File: config.mk
export PLATFORM = sky130hd
export DESIGN_NAME = lpom_back
export DESIGN_NICKNAME = d
export VERILOG_FILES = /design/src/lpom_pkg.sv /design/src/lpom_ram.sv /design/src/lpom_back.sv
export VERILOG_INCLUDE_DIRS = /design/src /design/src/src
export SDC_FILE = /design/constraint.sdc
export NUM_CORES = 2
export LEC_CHECK = 0
export BUFFER_PORTS_ARGS = -buffer_cell sky130_fd_sc_hd__clkbuf_2
export CORE_MARGIN = 4
export CORE_UTILIZATION = 46
export DETAILED_ROUTE_END_ITERATION = 16
export GPL_TIMING_DRIVEN = 1
export PLACE_DENSITY = 0.73
export RECOVER_POWER = 25
export SYNTH_ARGS = -nofsm -noshare
export SYNTH_HDL_FRONTEND = slang
export SYNTH_SLANG_ARGS = --single-unit
export TNS_END_PERCENT = 100
File: constraint.sdc
create_clock -name clk -period 14.8 [get_ports clk]
set_input_delay 2.22 -clock clk [delete_from_list [all_inputs] [get_ports clk]]
set_output_delay 2.22 -clock clk [all_outputs]
set_load 0.02 [all_outputs]
File: src/low_pulse_occupancy_meter_assert.svh
// assertion macros for the occupancy meter
`ifndef LOW_PULSE_OCCUPANCY_METER_ASSERT_SVH
`define LOW_PULSE_OCCUPANCY_METER_ASSERT_SVH
// implication checked on every clock edge outside reset
`define LPOM_ASSERT_IMP(label, ante, cons) \
  label: assert property (@(posedge clk) disable iff (!rst_n) (ante) |-> (cons)) \
    else $error("assertion failed");
// implication whose consequent is checked in the cycle after the antecedent
`define LPOM_ASSERT_NXT(label, ante, cons) \
  label: assert property (@(posedge clk) disable iff (!rst_n) (ante) |=> (cons)) \
    else $error("assertion failed");
`endif

File: src/lpom_pkg.sv
// ----------------------------------------------------------------------------
// lpom_pkg
// shared types and constants of the low pulse occupancy meter
// ----------------------------------------------------------------------------
package lpom_pkg;
  localparam int RingDepth = 32;
  localparam int TickWidth = 16;
  localparam int PtrWidth = $clog2(RingDepth);
  localparam int SumWidth = TickWidth + PtrWidth;
  localparam int QueueDepth = 2;

  localparam logic [2:0] CFG_WINDOW = 3'd0;
  localparam logic [2:0] CFG_OCC = 3'd1;
  localparam logic [2:0] CFG_MPT = 3'd2;
  localparam logic [2:0] CFG_HIGH = 3'd3;
  localparam logic [2:0] CFG_LOW = 3'd4;
  localparam logic [2:0] CFG_EN = 3'd5;

  localparam logic FUNC_TICK = 1'b0;
  localparam logic FUNC_CONV = 1'b1;

  typedef struct packed {
    logic       conv;
    logic       pin;
    logic [3:0] mask;
  } cmd_t;

  typedef struct packed {
    logic [15:0] window_ticks;
    logic [23:0] occ_scale;
    logic [23:0] mpt_scale;
    logic [31:0] high_th;
    logic [31:0] low_th;
    logic [7:0]  alarm_en;
  } cfg_t;
endpackage

File: src/lpom_ram.sv
// ----------------------------------------------------------------------------
// lpom_ram
// generic single write port ram with registered read
// ----------------------------------------------------------------------------
module lpom_ram #(
  parameter int Width = 16,
  parameter int Depth = 32
) (
  input  logic                     clk,
  input  logic                     we,
  input  logic [$clog2(Depth)-1:0] waddr,
  input  logic [Width-1:0]         wdata,
  input  logic [$clog2(Depth)-1:0] raddr,
  output logic [Width-1:0]         rdata
);
  logic [Width-1:0] mem [Depth];
  logic [Width-1:0] rdata_r;

  always_ff @(posedge clk) begin
    if (we) begin
      mem[waddr] <= wdata;
    end
    rdata_r <= mem[raddr];
  end

  assign rdata = rdata_r;
endmodule

File: src/lpom_back.sv
// ----------------------------------------------------------------------------
// lpom_back
// pulse tracking, window ring, conversion pipeline and output register
// ----------------------------------------------------------------------------
`include "low_pulse_occupancy_meter_assert.svh"

module lpom_back (
  input  logic               clk,
  input  logic               rst_n,
  input  lpom_pkg::cfg_t     cfg,
  input  logic               q_valid,
  input  lpom_pkg::cmd_t     q_cmd,
  output logic               q_pop,
  output logic               out_valid,
  input  logic               out_ready,
  output logic [15:0]        out_pulse_count_sum,
  output logic [15:0]        out_occupancy_value,
  output logic [15:0]        out_longest_pulse_us,
  output logic [15:0]        out_shortest_pulse_us,
  output logic [3:0]         out_alarm_high_flags,
  output logic [3:0]         out_alarm_low_flags,
  output logic               out_alarm_any
);
  localparam int TW = lpom_pkg::TickWidth;
  localparam int PW = lpom_pkg::PtrWidth;
  localparam int SW = lpom_pkg::SumWidth;
  localparam int RingDepthW = lpom_pkg::RingDepth;
  localparam logic [TW-1:0] TickMax = {TW{1'b1}};

  logic [TW-1:0] pos_r, pos_nxt, start_r, start_nxt, low_r, low_nxt;
  logic [TW-1:0] cnt_r, cnt_nxt, short_r, short_nxt, long_r, long_nxt;
  logic          prev_r, prev_nxt;
  logic [PW-1:0] ptr_r, ptr_nxt;
  logic [SW-1:0] slow_r, slow_nxt, scnt_r, scnt_nxt;
  logic [RingDepthW-1:0] vld_r, vld_nxt;

  // close pipeline: read old ring entry, then adjust sums
  logic          cl_r;
  logic [PW-1:0] cl_ptr_r;
  logic [TW-1:0] cl_low_r, cl_cnt_r;
  logic          cl_old_vld_r;
  logic [TW-1:0] old_low, old_cnt;

  // convert pipeline
  logic          cv_r;
  logic [3:0]    cv_mask_r;
  logic [SW-1:0] cv_scnt_r, cv_slow_r;
  logic [TW-1:0] cv_long_r, cv_short_r;
  logic          cv2_r;
  logic [3:0]    cv2_mask_r;
  logic [SW+23:0] prod_b_r;
  logic [TW+23:0] prod_c_r, prod_d_r;
  logic [SW-1:0] cv2_scnt_r;

  logic [15:0] ch_r [4];
  logic [15:0] ch_nxt [4];
  logic [15:0] ch_new [4];
  logic        ovalid_r;
  logic [3:0]  hi_r, lo_r, hi_nxt, lo_nxt;
  logic        out_free, en1, en2;
  logic        adv, is_tick, is_conv, rise, fall, close;
  logic [TW:0] next_pos, dsum;
  logic [TW-1:0] d, old_low_sel, old_cnt_sel;
  logic [SW-1:0] slow_fix, scnt_fix;
  logic [SW+23:0] bsh;
  logic [TW+23:0] csh, dsh;

  // a converter stage advances when it is empty or the next stage frees up
  assign out_free = !ovalid_r || out_ready;
  assign en2 = !cv2_r || out_free;
  assign en1 = !cv_r || en2;
  assign q_pop = q_valid && ((q_cmd.conv != lpom_pkg::FUNC_CONV) || en1);
  assign adv = q_pop;
  assign is_tick = adv && (q_cmd.conv == lpom_pkg::FUNC_TICK);
  assign is_conv = adv && (q_cmd.conv == lpom_pkg::FUNC_CONV);
  assign rise = !prev_r && q_cmd.pin;
  assign fall = prev_r && !q_cmd.pin;
  assign d = pos_r - start_r;
  assign next_pos = {1'b0, pos_r} + 1'b1;
  assign close = (next_pos >= {1'b0, cfg.window_ticks}) || next_pos[TW];
  assign dsum = {1'b0, low_r} + {1'b0, d};

  lpom_ram #(.Width(TW), .Depth(lpom_pkg::RingDepth)) u_ram_low (
    .clk(clk), .we(cl_r), .waddr(cl_ptr_r), .wdata(cl_low_r),
    .raddr(ptr_r), .rdata(old_low));
  lpom_ram #(.Width(TW), .Depth(lpom_pkg::RingDepth)) u_ram_cnt (
    .clk(clk), .we(cl_r), .waddr(cl_ptr_r), .wdata(cl_cnt_r),
    .raddr(ptr_r), .rdata(old_cnt));

  // a close is registered in cl_r before it reaches the sum registers; forward
  always_comb begin
    old_low_sel = cl_old_vld_r ? old_low : '0;
    old_cnt_sel = cl_old_vld_r ? old_cnt : '0;
    slow_fix = slow_r;
    scnt_fix = scnt_r;
    if (cl_r) begin
      slow_fix = slow_r - SW'(old_low_sel) + SW'(cl_low_r);
      scnt_fix = scnt_r - SW'(old_cnt_sel) + SW'(cl_cnt_r);
    end
  end

  always_comb begin
    pos_nxt = pos_r;
    start_nxt = start_r;
    low_nxt = low_r;
    cnt_nxt = cnt_r;
    short_nxt = short_r;
    long_nxt = long_r;
    prev_nxt = prev_r;
    ptr_nxt = ptr_r;
    vld_nxt = vld_r;
    slow_nxt = slow_fix;
    scnt_nxt = scnt_fix;
    if (is_tick) begin
      if (fall) begin
        start_nxt = pos_r;
      end else if (rise) begin
        low_nxt = dsum[TW] ? TickMax : dsum[TW-1:0];
        if (cnt_r != TickMax) begin
          cnt_nxt = cnt_r + 1'b1;
        end
        if (short_r == '0 || d < short_r) begin
          short_nxt = d;
        end
        if (d > long_r) begin
          long_nxt = d;
        end
      end
      prev_nxt = q_cmd.pin;
      if (close) begin
        vld_nxt[ptr_r] = 1'b1;
        ptr_nxt = (ptr_r == PW'(lpom_pkg::RingDepth - 1)) ? '0 : ptr_r + 1'b1;
        pos_nxt = '0;
        start_nxt = '0;
        low_nxt = '0;
        cnt_nxt = '0;
      end else begin
        pos_nxt = next_pos[TW-1:0];
      end
    end
    if (is_conv) begin
      if (q_cmd.mask[2]) begin
        long_nxt = '0;
      end
      if (q_cmd.mask[3]) begin
        short_nxt = '0;
      end
    end
  end

  always_ff @(posedge clk) begin
    if (!rst_n) begin
      pos_r <= '0;
      start_r <= '0;
      low_r <= '0;
      cnt_r <= '0;
      short_r <= '0;
      long_r <= '0;
      prev_r <= 1'b1;
      ptr_r <= '0;
      vld_r <= '0;
      slow_r <= '0;
      scnt_r <= '0;
      cl_r <= 1'b0;
      cv_r <= 1'b0;
      cv2_r <= 1'b0;
    end else begin
      pos_r <= pos_nxt;
      start_r <= start_nxt;
      low_r <= low_nxt;
      cnt_r <= cnt_nxt;
      short_r <= short_nxt;
      long_r <= long_nxt;
      prev_r <= prev_nxt;
      ptr_r <= ptr_nxt;
      vld_r <= vld_nxt;
      slow_r <= slow_nxt;
      scnt_r <= scnt_nxt;
      cl_r <= is_tick && close;
      if (en1) begin
        cv_r <= is_conv;
      end
      if (en2) begin
        cv2_r <= cv_r;
      end
    end
    cl_ptr_r <= ptr_r;
    cl_low_r <= rise ? (dsum[TW] ? TickMax : dsum[TW-1:0]) : low_r;
    cl_cnt_r <= (rise && cnt_r != TickMax) ? cnt_r + 1'b1 : cnt_r;
    cl_old_vld_r <= vld_r[ptr_r];
    if (en1) begin
      cv_mask_r <= q_cmd.mask;
      cv_scnt_r <= scnt_fix;
      cv_slow_r <= slow_fix;
      cv_long_r <= long_r;
      cv_short_r <= short_r;
    end
    if (en2) begin
      cv2_mask_r <= cv_mask_r;
      cv2_scnt_r <= cv_scnt_r;
      prod_b_r <= cv_slow_r * (SW+24)'(cfg.occ_scale);
      prod_c_r <= cv_long_r * (TW+24)'(cfg.mpt_scale);
      prod_d_r <= cv_short_r * (TW+24)'(cfg.mpt_scale);
    end
  end

  always_comb begin
    bsh = prod_b_r >> 24;
    csh = prod_c_r >> 16;
    dsh = prod_d_r >> 16;
    ch_new[0] = (cv2_scnt_r > SW'(16'hffff)) ? 16'hffff : cv2_scnt_r[15:0];
    ch_new[1] = (bsh > (SW+24)'(16'hffff)) ? 16'hffff : bsh[15:0];
    ch_new[2] = (csh > (TW+24)'(16'hffff)) ? 16'hffff : csh[15:0];
    ch_new[3] = (dsh > (TW+24)'(16'hffff)) ? 16'hffff : dsh[15:0];
    hi_nxt = '0;
    lo_nxt = '0;
    for (int i = 0; i < 4; i++) begin
      ch_nxt[i] = cv2_mask_r[i] ? ch_new[i] : ch_r[i];
      if (cv2_mask_r[i]) begin
        hi_nxt[i] = cfg.alarm_en[2*i+1] && (ch_new[i][15:8] > cfg.high_th[8*i +: 8]);
        lo_nxt[i] = cfg.alarm_en[2*i] && (ch_new[i][15:8] < cfg.low_th[8*i +: 8]);
      end
    end
  end

  always_ff @(posedge clk) begin
    if (!rst_n) begin
      ovalid_r <= 1'b0;
      for (int i = 0; i < 4; i++) begin
        ch_r[i] <= '0;
      end
    end else begin
      if (cv2_r && out_free) begin
        ovalid_r <= 1'b1;
        for (int i = 0; i < 4; i++) begin
          ch_r[i] <= ch_nxt[i];
        end
      end else if (out_ready) begin
        ovalid_r <= 1'b0;
      end
    end
    if (cv2_r && out_free) begin
      hi_r <= hi_nxt;
      lo_r <= lo_nxt;
    end
  end

  assign out_valid = ovalid_r;
  assign out_pulse_count_sum = ch_r[0];
  assign out_occupancy_value = ch_r[1];
  assign out_longest_pulse_us = ch_r[2];
  assign out_shortest_pulse_us = ch_r[3];
  assign out_alarm_high_flags = hi_r;
  assign out_alarm_low_flags = lo_r;
  assign out_alarm_any = |{hi_r, lo_r};

  `LPOM_ASSERT_NXT(a_out_hold, ovalid_r && !out_ready, ovalid_r)
  `LPOM_ASSERT_NXT(a_stage_hold, cv2_r && ovalid_r && !out_ready, cv2_r)
  `LPOM_ASSERT_NXT(a_close_write, is_tick && close, cl_r)
endmodule

[After elaboration in Yosys (flattened, before gate mapping)]
Memories as Yosys holds them, arrays and structs flattened. A register that Yosys moved wholly into a read port is not among the register bits.
Index checks and enable logic that the tools add are counted.
Word-level totals
  register bits: 454
  RAM bits: 1088
  input bits: 146
  output and inout bits: 75
  word-level logic and storage cells: 169
  memories: 3
Memory list
  u_ram_cnt.mem: depth 32, width 16, read ports 1, clocked after memory_dff 1, write ports 1, RTL line lpom_ram.sv:16  | logic [Width-1:0] mem [Depth];
  u_ram_low.mem: depth 32, width 16, read ports 1, clocked after memory_dff 1, write ports 1, RTL line lpom_ram.sv:16
  ch_r: depth 4, width 16, read ports 4, clocked after memory_dff 0, write ports 4, RTL line lpom_back.sv:55  | logic [15:0] ch_r [4];
Cells by class
  add/subtract/negate cells: 9
  $mul: 3
  order comparisons: 17
  equal/unequal tests: 3
  mux-type cells: 53
  bitwise operators: 6
  reduce and logical (&&, ||, !) cells: 38
Operator list (number)
  16-bit two-way mux: 38
  16-bit by 24-bit multiplier with 40-bit output: 2
  24-bit by 16-bit greater-than comparator with 1-bit output (second input constant): 2
  21-bit by 24-bit multiplier with 45-bit output: 1
  21-bit by 16-bit adder with 21-bit output: 2
  21-bit by 16-bit greater-than comparator with 1-bit output (second input constant): 2
  21-bit two-way mux: 2
  21-bit by 16-bit subtractor with 21-bit output: 2
  8-bit greater-than comparator: 4
  8-bit less-than comparator: 4
  32-bit bitwise OR: 1
  16-bit by 1-bit adder with 17-bit output (second input constant): 1
  16-bit by 16-bit adder with 17-bit output: 1
  17-bit by 16-bit >= comparator with 1-bit output: 1
  1-bit logical AND: 17
  16-bit by 1-bit adder with 16-bit output (second input constant): 1
  16-bit greater-than comparator: 1
  16-bit logical NOT: 1
  16-bit less-than comparator: 1
  16-bit inequality test (second input constant): 1
  16-bit subtractor: 1
  1-bit two-way mux: 10
  2-bit nonzero test: 4
  8-bit OR reduction: 1
  14 further kinds: 28

[Logic depth before layout (Yosys ltp)]
  word-level depth: 10
  gate-level depth with buffers: 27
  gate-level depth less buffers: 26

[By module]
From an unflattened synthesis, not the netlist that was laid out.
Second synthesis, totals
  cells, all modules: 9004
  area total of the unflattened synthesis: 103842.1 um^2
By module, submodules not included
  lpom_back: instances 1, cells each 6718, area each 62771.5 um^2, sequential area each 11691.2 um^2
  lpom_ram at u_ram_low: instances 1, cells each 1143, area each 20535.9 um^2, sequential area each 15695.1 um^2
  lpom_ram at u_ram_cnt: instances 1, cells each 1143, area each 20534.7 um^2, sequential area each 15695.1 um^2

[Worst setup path before layout]
OpenSTA, ideal clock, no wires.
  kind: input-to-reg
  from: input port cfg[103] (netlist name)
  to: register prod_b_r[33] (data pin)
  setup time: 259 ps
  arrival: 8192 ps
  setup slack: 6349 ps
  stages: 25
  buffers on the path: 1
  path through: clkbuf_1 nand2_1 fa_1 inv_1 fa_1 inv_1 fa_1 inv_1 fa_1 fa_1 fa_1 inv_1 fa_1 inv_1 ha_1 a21o_1 a221o_1 a21oi_1 o21ai_0 a21oi_1 o211ai_1 a21o_1 a21oi_1 nor4_1 a211o_1
Between the ends
  longest elaborated chain between the ends: 1
Ends and longest elaborated chain
  start: declaration: RTL line lpom_back.sv:10  | input lpom_pkg::cfg_t cfg,
  21-bit by 24-bit multiplier with 45-bit output: RTL line lpom_back.sv:201  | prod_b_r <= cv_slow_r * (SW+24)'(cfg.occ_scale);
  end signal: assignment: RTL line lpom_back.sv:201
  end: declaration: RTL line lpom_back.sv:51  | logic [SW+23:0] prod_b_r;
Every way passes these cells.
A chain may end at the register's enable or synchronous reset.

[Worst setup path in the final report]
  from: input port cfg[82] (netlist name)
  to: register prod_d_r[38] (data pin)
Between the ends
  longest elaborated chain between the ends: 1
Ends and longest elaborated chain
  16-bit by 24-bit multiplier with 40-bit output: RTL line lpom_back.sv:203  | prod_d_r <= cv_short_r * (TW+24)'(cfg.mpt_scale);
  end signal: assignment: RTL line lpom_back.sv:203
  end: declaration: RTL line lpom_back.sv:52  | logic [TW+23:0] prod_c_r, prod_d_r;
Every way passes these cells.

==> qor.txt <==
Leading area contributor after synthesis -> edfxtp_1
Worst r2r src -> cv_slow_r[6]$_DFFE_PP_
Grt total ovfl -> 0
Fillers -> 18.54k
Dpl cells -> 11.29k
Root Buffer -> clkbuf_16
Hold crit path type -> reg2reg
Total die area -> 229700 um2
Initial antenna violation count -> 7
Fin Hold WS -> 412.6 ps
Post-CTS setup buffers -> 0
Power per standard cell area -> 80.08 nW/um2
Arrival @ worst endpoint -> 9170 ps
Worst path max stage delay -> 700 ps
TritonCTS Buffers -> 154
Mux cell area share after synthesis -> 6.197%
R2r endpoint -> prod_b_r[44]$_DFFE_PP_
Worst-path cell chain -> clkbuf_2, nand2_1, fa_1, inv_1, fa_1, inv_1, fa_1, fa_1, inv_1, fa_1, inv_1, fa_1, inv_1, ha_1, nand2_1, a2111oi_0, a21oi_1, o21ba_2, o22ai_2, a31oi_1, o31ai_2, a211o_1, a21oi_1, xnor2_1
Port bufs -> 220
Synth Area in Compound Gates -> 5.197%
Setup Skew -> 49.87 ps
Crit. End Element -> register
CTS tree -> yes
GR Util met1 -> 29.66%
Synth Flop Type -> edfxtp_1
FMAX -> 115.6 MHz
Core area -> 220400 um2
Main area contributors after synthesis -> edfxtp_1 37%, fa_1 21%, ha_1 6.8%, mux4_2 5.8%, inv_1 5.3%
Wire length per cell -> 21.95 um
Post-layout min period -> 8651 ps
Status -> finished, violations left
Hold path depth -> 0
Number of enable flip-flop cells after synthesis -> 1268
Post-Syn Nets -> 10.16k
Final #Nets -> 10.25k
Global-route usage over all layers -> 22.34%
Placed cell area -> 106600 um2
1st-pass router iterations -> 6
Post-Syn Area per Cell -> 12.16 um2
Relative slew slack -> -17.29%
Critical path launch point type -> input pin
Layout cells sized above 1 -> 10.76%
DP HPWL -> 169.1 mm
Failing checks -> capacitance limit, slew limit
RSZ-0062 raised after global routing -> false
Remaining antenna violation count after routing -> 0
Iteration-0 DRC Markers -> 5817
Post-CTS sizing -> 0
Vias in the first global route -> 68.58k
Grt met2 use -> 37.17%
Synth cell count leaders -> 1456 x inv_1, 1268 x edfxtp_1, 1058 x fa_1, 841 x nand2_1, 676 x and2_1
Hold Vio Cnt, Final -> 0
DR vias/cell -> 5.579
Synthesized flop and latch total -> 1518
Synth Area in XOR/XNOR -> 1.226%
Area Growth Syn to Fin -> 9.449%
Synth Instances -> 8403
Slew Viols, Final -> 271
Yosys Warn Count -> 0
Clock-pin slew on the worst setup and hold paths -> 60 ps
Share of the synthesized area in the top cell type -> 37.27%
CP top delay family -> adder cells
CTS Hold Bufs -> 0
Most frequent CP cell -> fa_1
Register area share after synthesis -> 42.17%
Adder-cell share of the synthesized area -> 27.55%
Req. time, crit path -> 15310 ps
Worst vdd ir -> 127.9 uV
Kind of critical path -> in2reg
Final cycle utilization of the critical path -> 58.46%
CTS Sinks -> 1518
Num rows -> 172
Post-Layout Inst Area -> 111800 um2
Via count -> 64.62k
Setup WS pre-CTS -> 5345 ps
Clock latency at the later pin of the worst-skew pair -> 810 ps
Slowest-stage cell, CP -> clkbuf_2
Netlist area before placement -> 102200 um2
Final std cells w/o fill -> 11.58k
Detailed-route DRC error count -> 0
Setup violations, final -> 0
Post-synth cell types -> 94
RePlAce Congestion -> 0.8855
Pin count of the biggest net entering global routing -> 102
Setup total negative slack -> 0 ps
R2r setup slk -> 7200 ps
Worst-path fanout max -> 32
Worst slew pin tran -> 1759 ps
I/O pins -> 221
Pleak -> 0.04636 uW
Die width -> 479.3 um
GRT busiest layer -> met2
Reg2reg path depth -> 25
Most instantiated library cell after synthesis -> inv_1
Main combinational cell family by area after synthesis -> adder cells
Ys async rst share -> 0%
Fin worst setup slack -> 6149 ps
Min-Delay Endpoint -> cv2_scnt_r[1]$_DFFE_PP_
Buf/Inv on CP -> 6
Longest Clk Path Bufs -> 3
Diode count -> 0
Post-Synth Simple-Gate Area -> 10.81%
Hold path startpoint -> cv_scnt_r[1]$_DFFE_PP_
Initial Utilization -> 46.36%
Max-cap viol count -> 8
Die height -> 479.3 um
First-pass GRT wire length -> 399.1 mm
M3 GR Usage -> 3.872%
Final Routed Wirelength -> 254.2 mm
H-tree depth -> 4
routing by layer:
layer / vias up / share of wire (%)
met4: 6 / 3.9
met1: 32990 / 39
met3: 561 / 8.9
met2: 3047 / 48
li1: 28010 / -
met5: - / 0.016
layout make-up:
type | instances | area, um2 | share of cell area [%]
timing repair buffer | 327 | 1882 | 1.683
multi-input combinational | 5035 | 52400 | 46.86
clock inverter | 68 | 869.6 | 0.7777
sequential | 1518 | 43090 | 38.54
tap | 2958 | 3701 | 3.310
clock buffer | 221 | 4417 | 3.950
inverter | 1456 | 5465 | 4.888
worst max-delay path by stage:
stage	startpoint	endpoint	slack, ps	cells after the start
global route	cfg[106]	prod_b_r[44]$_DFFE_PP_	5810	26
floorplan	cfg[103]	prod_b_r[33]$_DFFE_PP_	6350	25
finish	cfg[82]	prod_d_r[38]$_DFFE_PP_	6150	24
CTS	cfg[82]	prod_d_r[38]$_DFFE_PP_	6170	24
global placement	cfg[106]	prod_b_r[44]$_DFFE_PP_	5380	26
detailed placement	cfg[82]	prod_d_r[38]$_DFFE_PP_	5340	24
cells in the final DEF, fill, tap and decap left out, types with 149 or more instances in the layout:
| master | count |
|---|---|
| and2_1 | 675 |
| mux4_2 | 264 |
| a22oi_1 | 149 |
| ha_1 | 557 |
| clkbuf_2 | 219 |
| clkbuf_16 | 157 |
| dfxtp_1 | 247 |
| edfxtp_1 | 1268 |
| nor2_1 | 230 |
| inv_1 | 1456 |
| fa_1 | 1058 |
| nand2_1 | 839 |
where the power goes:
group	internal, uW	total, uW	switching (uW)	leakage (uW)
Sequential	4610	4630	20.1	0.0139
Clock	2290	4020	1730	0.00257
Combinational	93.1	313	220	0.0299
Total	6990	8950	1970	0.0464
kinds of logic (layout without fill, tap and decap cells):
| family | after synthesis | in the layout |
|---|---|---|
| AO/OA/AOI/OAI | 775 | 775 |
| XOR/XNOR | 143 | 143 |
| adder cells (fa/ha/maj) | 1615 | 1615 |
| buffers and inverters | 1850 | 2072 |
| flip-flops | 1518 | 1518 |
| multiplexers | 302 | 302 |
| AND/OR/NAND/NOR | 2200 | 2200 |
flip-flops by register name, indices dropped and copies added (netlist names), 21 cells and up:
signal / count
ch_r: 64
cv2_scnt_r: 21
cv_scnt_r: 21
cv_slow_r: 21
prod_b_r: 21
prod_c_r: 24
prod_d_r: 24
scnt_r: 21
slow_r: 21
u_ram_cnt.mem: 512
u_ram_low.mem: 512
vld_r: 32
stage by stage:
| stage | util (%) | total power [uW] |
|---|---|---|
| finish | 50.74 | 8955 |
| global route | 50.74 | 9213 |
| CTS | 50.76 | 9002 |
| detailed placement | 48.36 | 5026 |
| global placement | 48.36 | 5016 |
| floorplan | - | 4896 |
No activity file was read; power rests on OpenSTA's default activity.
