==> config.mk <==
export PLATFORM = sky130hd
export DESIGN_NAME = lpom_front
export DESIGN_NICKNAME = d
export VERILOG_FILES = /design/src/lpom_pkg.sv /design/src/lpom_front.sv
export VERILOG_INCLUDE_DIRS = /design/src /design/src/src
export SDC_FILE = /design/constraint.sdc
export NUM_CORES = 1
export LEC_CHECK = 0
export BUFFER_PORTS_ARGS = -buffer_cell sky130_fd_sc_hd__buf_2
export CAP_MARGIN = 15
export CORE_MARGIN = 1
export CORE_UTILIZATION = 35
export CTS_BUF_LIST = sky130_fd_sc_hd__clkbuf_8 sky130_fd_sc_hd__clkbuf_16
export DETAILED_ROUTE_END_ITERATION = 8
export HOLD_SLACK_MARGIN = 0.08
export PLACE_DENSITY_LB_ADDON = 0.1
export SLEW_MARGIN = 40
export SYNTH_ARGS = -nofsm -noshare
export SYNTH_HDL_FRONTEND = slang
export SYNTH_SLANG_ARGS = --single-unit
==> constraint.sdc <==
create_clock -name clk -period 3.1 [get_ports clk]
set_input_delay 0.155 -clock clk [delete_from_list [all_inputs] [get_ports clk]]
set_output_delay 0.155 -clock clk [all_outputs]
set_load 0.01 [all_outputs]
==> src/low_pulse_occupancy_meter_assert.svh <==
// assertion macros for the occupancy meter
`ifndef LOW_PULSE_OCCUPANCY_METER_ASSERT_SVH
`define LOW_PULSE_OCCUPANCY_METER_ASSERT_SVH
// implication checked on every clock edge outside reset
`define LPOM_ASSERT_IMP(label, ante, cons) \
  label: assert property (@(posedge clk) disable iff (!rst_n) (ante) |-> (cons)) \
    else $error("assertion failed");
// implication whose consequent is checked in the cycle after the antecedent
`define LPOM_ASSERT_NXT(label, ante, cons) \
  label: assert property (@(posedge clk) disable iff (!rst_n) (ante) |=> (cons)) \
    else $error("assertion failed");
`endif

==> src/lpom_pkg.sv <==
// ----------------------------------------------------------------------------
// lpom_pkg
// shared types and constants of the low pulse occupancy meter
// ----------------------------------------------------------------------------
package lpom_pkg;
  localparam int RingDepth = 32;
  localparam int TickWidth = 16;
  localparam int PtrWidth = $clog2(RingDepth);
  localparam int SumWidth = TickWidth + PtrWidth;
  localparam int QueueDepth = 2;

  localparam logic [2:0] CFG_WINDOW = 3'd0;
  localparam logic [2:0] CFG_OCC = 3'd1;
  localparam logic [2:0] CFG_MPT = 3'd2;
  localparam logic [2:0] CFG_HIGH = 3'd3;
  localparam logic [2:0] CFG_LOW = 3'd4;
  localparam logic [2:0] CFG_EN = 3'd5;

  localparam logic FUNC_TICK = 1'b0;
  localparam logic FUNC_CONV = 1'b1;

  typedef struct packed {
    logic       conv;
    logic       pin;
    logic [3:0] mask;
  } cmd_t;

  typedef struct packed {
    logic [15:0] window_ticks;
    logic [23:0] occ_scale;
    logic [23:0] mpt_scale;
    logic [31:0] high_th;
    logic [31:0] low_th;
    logic [7:0]  alarm_en;
  } cfg_t;
endpackage

==> src/lpom_front.sv <==
// ----------------------------------------------------------------------------
// lpom_front
// input beat acceptance and two entry command queue
// ----------------------------------------------------------------------------
`include "low_pulse_occupancy_meter_assert.svh"

module lpom_front (
  input  logic               clk,
  input  logic               rst_n,
  input  logic               in_valid,
  output logic               in_ready,
  input  lpom_pkg::cmd_t     in_cmd,
  output logic               q_valid,
  input  logic               q_pop,
  output lpom_pkg::cmd_t     q_cmd
);
  lpom_pkg::cmd_t mem_r [lpom_pkg::QueueDepth];
  logic rd_r, rd_nxt, wr_r, wr_nxt;
  logic [1:0] cnt_r, cnt_nxt;
  logic push;

  assign in_ready = (cnt_r != 2'd2);
  assign push = in_valid && in_ready;
  assign q_valid = (cnt_r != 2'd0);
  assign q_cmd = mem_r[rd_r];

  always_comb begin
    rd_nxt = rd_r ^ q_pop;
    wr_nxt = wr_r ^ push;
    cnt_nxt = cnt_r + {1'b0, push} - {1'b0, q_pop};
  end

  always_ff @(posedge clk) begin
    if (!rst_n) begin
      rd_r <= 1'b0;
      wr_r <= 1'b0;
      cnt_r <= 2'd0;
    end else begin
      rd_r <= rd_nxt;
      wr_r <= wr_nxt;
      cnt_r <= cnt_nxt;
    end
    if (push) begin
      mem_r[wr_r] <= in_cmd;
    end
  end

  `LPOM_ASSERT_IMP(a_no_pop_empty, q_pop, cnt_r != 2'd0)
  `LPOM_ASSERT_IMP(a_cnt_range, 1'b1, cnt_r != 2'd3)
  `LPOM_ASSERT_NXT(a_push_only, push && !q_pop, cnt_r != 2'd0)
endmodule

== Word-level counts from Yosys, hierarchy flattened ==
Memory sizes are Yosys's and may differ from the RTL's. A register that Yosys moved wholly into a read port is not among the register bits.
Index checks and enable logic that the tools add are counted.
Word-level totals
  register bits after elaboration: 4
  bits in writable memories: 12
  input bits: 10
  logic and storage cells: 14
  memories: 1
Memory list
  mem_r: words 2, bits a word 6, read ports 1, clocked after memory_dff 1, write ports 1, RTL line lpom_front.sv:17  | lpom_pkg::cmd_t mem_r [lpom_pkg::QueueDepth];
Operators by class
  add/sub/neg operators: 2
  eq/ne operators: 1
  multiplexer cells: 3
  bitwise operators: 2
  reduce and logical (&&, ||, !) cells: 2
Operators by type and width (number)
  2-to-1 mux 1 bit: 3
  adder 2 x 1 -> 2 bit: 1
  inequality test 2 bit (second input constant): 1
  nonzero test 2 bit: 1
  subtractor 2 x 1 -> 2 bit: 1
  bitwise XOR 1 bit: 2
  logical AND 1 bit: 1

== Logic depth before layout (Yosys ltp) ==
Gate-level depths: netlist (run 1).
  depth in word-level cells: 4
  mapped depth: 6
  gate-level depth less buffers: 6

== Worst setup path after synthesis (run 1) ==
Ideal clock, no wire load.
  kind: flip-flop to flip-flop
  start: register cnt_r[0]
  end: memory mem_r[1][0] (netlist bit) (enable)
  setup time: 0.350 ns
  arrival time: 0.916 ns
  required time: 2.750 ns
  setup slack: 1.834 ns
  cell stages (with the launch flop): 4
  clock period less this slack: 1.266 ns
  cells stage by stage: dfxtp_1 -> nand2b_1 -> nand2_1 -> nor2_1
Between the ends
  cells in the longest elaborated chain, start to end: 4
RTL lines
  start: declaration: RTL line lpom_front.sv:19  | logic [1:0] cnt_r, cnt_nxt;
  start signal: assignment: RTL line lpom_front.sv:41  | cnt_r <= cnt_nxt;
  inequality test 2 bit: RTL line lpom_front.sv:22  | assign in_ready = (cnt_r != 2'd2);
  via in_ready: RTL line lpom_front.sv:11  | output logic in_ready,
  logical AND 1 bit: RTL line lpom_front.sv:23  | assign push = in_valid && in_ready;
  2-to-1 mux 1 bit: RTL line lpom_front.sv:43  | if (push) begin
  2-to-1 mux 1 bit (implied by the code): RTL line lpom_front.sv:44  | mem_r[wr_r] <= in_cmd;
  end: declaration: RTL line lpom_front.sv:17
The timed path passes the listed nets, and every way through them passes these cells.

==> summary.txt, run 1 <==
Post-detailed-routing wire length -> 970 um
Antenna violations before repair -> 0
Maximum number of pins on one net before global-route repair -> 11
1st-pass router iterations -> 2
Setup slack after placement -> 1760 ps
Net count of the mapped netlist -> 56
Min-delay worst type -> primary input to register
Max Clk Rate -> 0.733 GHz
Synthesized cell area -> 671 um^2
Maximum Capacitance Violations -> 0
Setup crit end kind -> primary output
Worst path slowest cell -> sky130_fd_sc_hd__dfxtp_1
Power per unit of standard cell area -> 637 nW/um^2
Chip Width -> 45.8 um
Sw power -> 0.126 mW
Overall global routing resource usage -> 11.3%
RR Startpoint -> cnt_r[0]
Cell variety after synth -> 18
Share of total power in combinational logic -> 15.8%
Delay of the slowest critical-path stage -> 470 ps
Clock period minus final worst setup slack -> 1370 ps
Share of the core filled with cells in the final layout -> 47.0%
FF-to-FF path depth -> 3
Data arrival time of the critical path -> 1210 ps
Worst setup path category -> register to primary output
Clock tree from TritonCTS -> done
Warnings from Yosys -> 0
Run status -> finished, final reports clean
Area inside the core boundary -> 1760 um^2
Final Hold Vio Count -> 0
Sinks on Clock Net -> 17
Worst Skew -> 2.61 ps
Ordered cell list for the critical path -> mux2_1 -> buf_2
Antenna Nets Post-Route -> 0
Highest fanout seen on the critical path -> 6
Initial detailed-routing violation count -> 1
Largest vdd supply drop -> 0.000490 V
Die height -> 45.8 um
Number of DRC violations after detailed routing -> 0
Mean instance size in the synthesized netlist -> 15.2 um^2
Sum of net half-perimeters after detailed placement -> 729 um
Setup violation total in the final timing report -> 0
I/O Pins -> 18
Worst slew slack as a fraction of its limit -> 68.2%
CTS hold repair buffers -> 0
Via-to-Cell Ratio -> 4.26
Cell depth of the worst min-delay path -> 1
Clock network fraction of design power -> 30.7%
Power after layout -> 0.527 mW
N_diodes -> 0
Relative contribution of sequential cells to total power -> 53.5%
Port Buffers -> 17
Count of pins over their slew limit -> 0
Setup_tns -> 0 ps
Setup repair after global routing missed its margin -> false
CP required -> 2940 ps
Post-layout nets -> 77
Max Buffers Root-to-Sink -> 2
Count of buffers added by post-CTS timing repair for setup -> 0
Number of resized instances in the post-cts repair step -> 0
Switching Fraction -> 23.8%
Final estimated routing congestion in global placement -> 0.655
Via count of the first global-routing pass -> 366
Residual overflow from global routing -> 0
Global-route wire length before repair -> 1.57 mm
Level count of the clock H-tree -> 1
Portion of the clock cycle consumed by the worst path in the final layout -> 44.0%
Register clock-pin slew on the reported worst setup and hold paths -> 70 ps
Hold path start -> in_cmd[3]
Via count of the routed design -> 379
Share of post-route cells with drive strength above 1 -> 32.8%
CTS Root Buffer Type -> sky130_fd_sc_hd__clkbuf_8
Synthesized instance count -> 44
Source-to-sink clock delay at the later pin of the worst-skew pair -> 250 ps
Count of state elements after synthesis -> 17
Critical path startpoint category -> register
Initial cell density of the core -> 38.0%
Setup slack of the critical path after layout -> 1730 ps
Number of clock buffers inserted by TritonCTS -> 3
Worst Tran Pin Value -> 475 ps
Routed wire per std cell -> 10.9 um
Register area share after synthesis -> 68.7%
Die outline area -> 2100 um^2
Growth of design area from synthesis to finish -> 23.5%
Internal -> 0.402 mW
Cell row count -> 15
Leakage power of the design -> 0.343 nW
==> final timing paths <==
path                                    end  slack, ps
worst max-delay path               q_cmd[5]       1730
worst min-delay path            mem_r[1][3]        100
worst min register to register         wr_r        570
worst max register to register  mem_r[1][1]       1780
==> flip-flops by register name, summed over array words and instances, names as in the netlist, named ones only <==
name,count
rd_r,1
cnt_r,2
mem_r,12
wr_r,1
==> placed cells by master, fill, tap and decap left out <==
| cell type | netlist | final |
|---|---|---|
| sky130_fd_sc_hd__xnor2_1 | 1 | 1 |
| sky130_fd_sc_hd__clkinv_2 | 0 | 1 |
| sky130_fd_sc_hd__ha_1 | 2 | 2 |
| sky130_fd_sc_hd__dfxtp_1 | 5 | 5 |
| sky130_fd_sc_hd__a21oi_1 | 1 | 1 |
| sky130_fd_sc_hd__a21bo_1 | 1 | 1 |
| sky130_fd_sc_hd__and2_1 | 3 | 3 |
| sky130_fd_sc_hd__mux2_1 | 6 | 6 |
| sky130_fd_sc_hd__nor3b_1 | 1 | 1 |
| sky130_fd_sc_hd__or2_1 | 1 | 1 |
| sky130_fd_sc_hd__xor2_1 | 1 | 1 |
| sky130_fd_sc_hd__mux2i_1 | 1 | 1 |
| sky130_fd_sc_hd__inv_1 | 2 | 2 |
| sky130_fd_sc_hd__nand2_1 | 2 | 2 |
| sky130_fd_sc_hd__clkbuf_8 | 0 | 3 |
| sky130_fd_sc_hd__nand2b_1 | 2 | 2 |
| sky130_fd_sc_hd__edfxtp_1 | 12 | 12 |
| sky130_fd_sc_hd__nor2_1 | 1 | 1 |
| sky130_fd_sc_hd__nor2b_1 | 1 | 1 |
| sky130_fd_sc_hd__buf_2 | 1 | 17 |
==> routing by layer <==
layer | vias to the layer above | wire, um | GRT usage (%)
met1 | 174 | 395 | 12.5
met5 | - | 0 | 0
met3 | 0 | 71 | 7.14
met4 | 0 | 0 | 1.76
li1 | 192 | - | -
met2 | 13 | 503 | 18.6
==> worst max-delay path, delay by kind of cell (launching register included) <==
kind                   cells  cell delay, ps
flip-flops                 1             470
buffers and inverters      1             140
multiplexers               1             350
==> power by group through the flow <==
stage	logic (mW)	clock network, mW	registers [mW]
finish	0.0835	0.162	0.282
CTS	0.0859	0.166	0.283
detailed placement	0.0852	0	0.288
floorplan	0.0574	0	0.282
global route	0.0954	0.178	0.284
global placement	0.0846	0	0.288
==> Yosys cell counts, drive strengths merged <==
cell type	instances	area share (%)
mux2	6	10
ha	2	3.7
a21bo	1	1.5
and2	3	2.8
nor3b	1	1.1
nor2b	1	0.93
nand2b	2	1.9
buf	1	0.75
dfxtp	5	15
xor2	1	1.3
mux2i	1	1.5
edfxtp	12	54
or2	1	0.93
inv	2	1.1
xnor2	1	1.3
a21oi	1	0.75
nand2	2	1.1
nor2	1	0.56
==> area by class of cell <==
| class | count | area [um^2] |
|---|---|---|
| Fill cell | 172 | 936 |
| Sequential cell | 17 | 460 |
| Multi-Input combinational cell | 24 | 198 |
| Timing Repair Buffer | 17 | 85.1 |
| Clock buffer | 3 | 41.3 |
| Tap cell | 25 | 31.3 |
| Inverter | 2 | 7.51 |
| Clock inverter | 1 | 5.00 |
==> cell families after synthesis <==
family | after synthesis | synth area share [%]
xor gates and xnor gates | 2 | 2.61
AOI/OAI and AO/OA | 2 | 2.24
adders and majority gates | 2 | 3.73
DFF | 17 | 68.7
buffers and inverters | 3 | 1.87
and+or+nand+nor | 11 | 9.33
muxes | 7 | 11.6
==> through the flow <==
| stage | instances | hold WS, ps | instance area (um^2) |
|---|---|---|---|
| global route | 89 | 84.8 | 828 |
| floorplan | 44 | 254 | 671 |
| global placement | 85 | 353 | 782 |
| detailed placement | 85 | 353 | 782 |
| finish | 89 | 95.7 | 828 |
| CTS | 89 | 92.6 | 828 |
Note: power is estimated with default switching activity, not from simulation.
==> run 2, diff against run 1 <==
clock period = 1.2 ns   (was 3.1 ns; I/O delays follow)
==> summary.txt, run 2 (synthesis results as in run 1) <==
Flip-flop count of the largest register after layout -> 12
Global-route wire length before repair -> 1.71 mm
Share of the core filled with cells in the final layout -> 56.2%
Via-to-Cell Ratio -> 4.40
Cell row count -> 15
Maximum number of pins on one net before global-route repair -> 11
Leakage power of the design -> 0.415 nW
Sw power -> 0.362 mW
Clock period minus final worst setup slack -> 1170 ps
Via count of the first global-routing pass -> 447
Sinks on Clock Net -> 17
Initial detailed-routing violation count -> 6
Routed wire per std cell -> 10.7 um
Data arrival time of the critical path -> 1110 ps
Worst slew slack as a fraction of its limit -> 88.3%
Overall global routing resource usage -> 12.7%
Sum of net half-perimeters after detailed placement -> 744 um
Maximum Capacitance Violations -> 0
Largest vdd supply drop -> 0.000823 V
Largest register by flop count -> mem_r
N_diodes -> 0
Area inside the core boundary -> 1760 um^2
CTS Root Buffer Type -> sky130_fd_sc_hd__clkbuf_8
Setup crit end kind -> primary output
Worst Tran Pin Value -> 175 ps
Portion of the clock cycle consumed by the worst path in the final layout -> 97.7%
Level count of the clock H-tree -> 1
Post-detailed-routing wire length -> 1.07 mm
Worst setup path category -> register to primary output
Port Buffers -> 17
Final Hold Vio Count -> 0
Residual overflow from global routing -> 0
Share of total power in combinational logic -> 22.3%
Growth of design area from synthesis to finish -> 47.9%
Via count of the routed design -> 440
Internal -> 1.13 mW
Top Registers -> mem_r: 12 flops, cnt_r: 2 flops
Hold path start -> q_pop
Highest-utilization routing layer at the global route stage -> met2
Met3 track utilization from global routing -> 4.76%
Met1 Resource Use GR -> 12.6%
Final std cell area, no fill -> 992 um^2
GR met2 Demand/Resource -> 21.7%
Leading cell types in the layout, fill and taps excluded -> sky130_fd_sc_hd__buf_2, sky130_fd_sc_hd__edfxtp_1, sky130_fd_sc_hd__dlygate4sd3_1
Chip Width -> 45.8 um
Share of post-route cells with drive strength above 1 -> 50.7%
Antenna Nets Post-Route -> 0
Setup repair after global routing missed its margin -> true
Setup violation total in the final timing report -> 0
CP required -> 1140 ps
Critical path startpoint category -> register
Number of DRC violations after detailed routing -> 0
1st-pass router iterations -> 2
Source-to-sink clock delay at the later pin of the worst-skew pair -> 250 ps
Register clock-pin slew on the reported worst setup and hold paths -> 60 ps
Power per unit of standard cell area -> 1500 nW/um^2
Worst Skew -> 2.02 ps
RR Startpoint -> cnt_r[0]
I/O Pins -> 18
Setup_tns -> 0 ps
Max Buffers Root-to-Sink -> 2
Max Clk Rate -> 0.853 GHz
Die height -> 45.8 um
Clock tree from TritonCTS -> done
Count of pins over their slew limit -> 0
Post-layout nets -> 88
Final estimated routing congestion in global placement -> 0.713
Number of clock buffers inserted by TritonCTS -> 3
Min-delay worst type -> primary input to register
Highest fanout seen on the critical path -> 6
Antenna violations before repair -> 0
Clock network fraction of design power -> 28.4%
Area of placed instances -> 825 um^2
Most common cell after layout, fill and taps aside -> sky130_fd_sc_hd__buf_2
Relative contribution of sequential cells to total power -> 49.3%
Die outline area -> 2100 um^2
Initial cell density of the core -> 38.0%
Run status -> finished, final reports clean
Switching Fraction -> 24.3%
==> run 2: timing repair <==
item,in CTS,in global routing
hold buffers,7,0
cloned,0,0
endpoints found under the setup margin,12,12
pin swaps,0,1
resized for setup,4,9
setup buffers,0,0
endpoints found under the hold margin,15,0
==> run 2: layout make-up <==
| cell class | count | area [um^2] |
|---|---|---|
| fillers | 164 | 772 |
| clock buffers | 3 | 41.3 |
| repair buffers | 28 | 185 |
| well taps | 25 | 31.3 |
| clock inverters | 1 | 5.00 |
| multi-input cells | 24 | 255 |
| flip-flops and latches | 17 | 467 |
| inverters | 2 | 7.51 |
==> run 2: critical path, cell delays in order (launching register included) <==
cell and delay (ps):
sky130_fd_sc_hd__dfxtp_4 400, sky130_fd_sc_hd__mux2_1 320, sky130_fd_sc_hd__buf_2 140
==> run 2: worst paths after layout <==
kind	to	slack, ps	cells past startpoint
worst max-delay path	q_cmd[1]	30	2
worst max register to register	mem_r[0][4]	60	4
worst min-delay path	register	210	3
worst min register to register	register	570	2
==> run 2: metrics by stage <==
stage / total power, mW / worst slack [ps] / std cells / hold WS, ps
global placement: 1.01 / -22.9 / 89 / 250
CTS: 1.47 / 15.0 / 100 / 189
floorplan: 0.893 / 11.9 / 44 / 159
global route: 1.58 / -18.5 / 100 / 228
detailed placement: 1.01 / -48.0 / 89 / 252
finish: 1.49 / 27.8 / 100 / 213
==> run 2: power by group through the flow <==
stage | clock network, mW | registers (mW) | logic (mW)
CTS | 0.439 | 0.731 | 0.295
detailed placement | 0 | 0.742 | 0.268
floorplan | 0 | 0.733 | 0.160
finish | 0.422 | 0.733 | 0.332
global placement | 0 | 0.740 | 0.268
global route | 0.465 | 0.741 | 0.372
==> run 2: metal layers <==
| metal | wire length (um) | share of wire (%) |
|---|---|---|
| met2 | 523 | 49 |
| met5 | 0 | 0 |
| met1 | 469 | 44 |
| met3 | 39 | 3.6 |
| met4 | 40 | 3.7 |
==> run 3, diff against run 2 <==
clock period = 1.37 ns   (was 1.2 ns; I/O delays follow)
==> summary.txt, run 3 (synthesis results as in run 1) <==
Run status -> finished, final reports clean
Setup repair after global routing missed its margin -> false
Worst setup path category -> register to register
Ordered cell list for the critical path -> nand2b_1 -> nand2_1 -> inv_1 -> ha_1
Number of fill cells -> 184
Leading cell types in the layout, fill and taps excluded -> sky130_fd_sc_hd__buf_2, sky130_fd_sc_hd__edfxtp_1, sky130_fd_sc_hd__mux2_1, sky130_fd_sc_hd__dlygate4sd3_1, sky130_fd_sc_hd__dfxtp_1
Cell row count -> 15
FF-to-FF path depth -> 4
Highest fanout seen on the critical path -> 6
Initial detailed-routing violation count -> 2
Portion of the clock cycle consumed by the worst path in the final layout -> 93.4%
Area of placed instances -> 797 um^2
RR Startpoint -> cnt_r[0]
Setup violation total in the final timing report -> 0
Final estimated routing congestion in global placement -> 0.620
Number of DRC violations after detailed routing -> 0
Source-to-sink clock delay at the later pin of the worst-skew pair -> 240 ps
Flip-flop count of the largest register after layout -> 12
Delay of the slowest critical-path stage -> 370 ps
Maximum Capacitance Violations -> 0
Die outline area -> 2100 um^2
N_diodes -> 0
Area inside the core boundary -> 1760 um^2
Overall global routing resource usage -> 10.8%
Level count of the clock H-tree -> 1
Length of routed met2 wiring -> 556 um
Post-layout nets -> 85
Worst slew slack as a fraction of its limit -> 81.9%
Max Buffers Root-to-Sink -> 2
Number of resized instances in the post-cts repair step -> 0
Antenna violations before repair -> 0
Number of placed instances with taps included -> 87
Non-filler cells, final -> 97
Capturing instance or port of the critical path -> mem_r[0][4]
Post-detailed-routing wire length -> 1.05 mm
Data arrival time of the critical path -> 1200 ps
Max Clk Rate -> 0.782 GHz
Global-route wire length before repair -> 1.53 mm
Met3 WL post-DR -> 45 um
Port Buffers -> 17
Setup_tns -> 0 ps
1st-pass router iterations -> 4
Largest register by flop count -> mem_r
Critical path startpoint category -> register
Clock period minus final worst setup slack -> 1280 ps
Final Hold Vio Count -> 0
Post-Route Hold Slack -> 99.6 ps
Count of buffers added by post-CTS timing repair for setup -> 0
Final std cell area, no fill -> 902 um^2
I/O Pins -> 18
RR Endpoint -> mem_r[0][4]
Power per unit of standard cell area -> 1330 nW/um^2
Residual overflow from global routing -> 0
Most common cell after layout, fill and taps aside -> sky130_fd_sc_hd__buf_2
Sum of net half-perimeters after detailed placement -> 757 um
Worst setup path startpoint -> cnt_r[0]
Via count of the routed design -> 415
Die height -> 45.8 um
CTS Root Buffer Type -> sky130_fd_sc_hd__clkbuf_8
Worst Skew -> 0.544 ps
Min-delay worst type -> primary input to register
M1 wire length -> 450 um
Number of clock buffers inserted by TritonCTS -> 3
Register-to-Register Setup Slack -> 90 ps
Worst path slowest cell -> sky130_fd_sc_hd__dfxtp_1
Antenna Nets Post-Route -> 0
Via-to-Cell Ratio -> 4.28
Setup crit end kind -> register
Register clock-pin slew on the reported worst setup and hold paths -> 60 ps
Chip Width -> 45.8 um
Largest vdd supply drop -> 0.000685 V
Initial cell density of the core -> 38.0%
Via count of the first global-routing pass -> 375
Uppermost layer routed -> met3
CP required -> 1290 ps
Top Registers -> mem_r: 12 flops, cnt_r: 2 flops
Share of post-route cells with drive strength above 1 -> 30.6%
Routed wire per std cell -> 10.8 um
Share of the core filled with cells in the final layout -> 51.1%
Clock tree from TritonCTS -> done
Sinks on Clock Net -> 17
Maximum number of pins on one net before global-route repair -> 10
Worst Tran Pin Value -> 272 ps
Leakage power of the design -> 0.380 nW
Growth of design area from synthesis to finish -> 34.5%
Count of pins over their slew limit -> 0
run 3: cell count changes in the layout (fill, tap and decap cells not counted), sizes merged:
cell	change
buf	-2
clkinv	-1
dlygate4sd3	-1
inv	+1
run 3: layer usage:
layer / GRT usage [%] / vias to the layer above
met5: 0 / -
met4: 3.53 / 0
met3: 3.57 / 0
met2: 18.6 / 9
met1: 12.8 / 195
li1: - / 211
run 3: area by class of cell:
cell class	count	area [um^2]	share of cell area [%]
Timing Repair Buffer	25	160	17.8
Multi-Input combinational cell	24	198	21.9
Inverter	2	7.51	0.832
Sequential cell	17	460	51.0
Clock inverter	1	3.75	0.416
Tap cell	25	31.3	3.47
Clock buffer	3	41.3	4.58
run 3: how the worst min path moves through the flow:
stage / slack [ps] / end / start / cells after the start
finish: 100 / cnt_r[0] / rst_n / 2
global route: 100 / rd_r / rst_n / 2
CTS: 100 / rd_r / rst_n / 2
detailed placement: 270 / mem_r[1][2] / in_cmd[2] / 1
global placement: 270 / mem_r[1][0] / in_cmd[0] / 1
floorplan: 170 / mem_r[0][0] / in_cmd[0] / 0
run 3: worst max-delay path: cells and delay by family, from the launching register on:
family                   cells  cell delay [ps]
flip-flops                   1              370
buffers and inverters        1               70
adder cells (fa/ha/maj)      1              300
AND/OR/NAND/NOR              2              240
run 3: repair_timing:
item	CTS	global route
hold buffers	6	0
hold endpoints to repair	12	0
setup endpoints to repair	0	0
run 3: stage by stage:
| step | power (mW) | setup slack, ps |
|---|---|---|
| global placement | 0.850 | 125 |
| finish | 1.20 | 90.6 |
| detailed placement | 0.852 | 111 |
| floorplan | 0.769 | 104 |
| CTS | 1.22 | 77.9 |
| global route | 1.27 | 6.62 |
run 3: where the power goes:
group	internal (mW)	switching (mW)	total, mW	leakage, nW
Combinational	0.112	0.0992	0.211	0.200
Clock	0.198	0.146	0.344	0.0269
Sequential	0.614	0.0268	0.641	0.154
Total	0.924	0.272	1.20	0.380
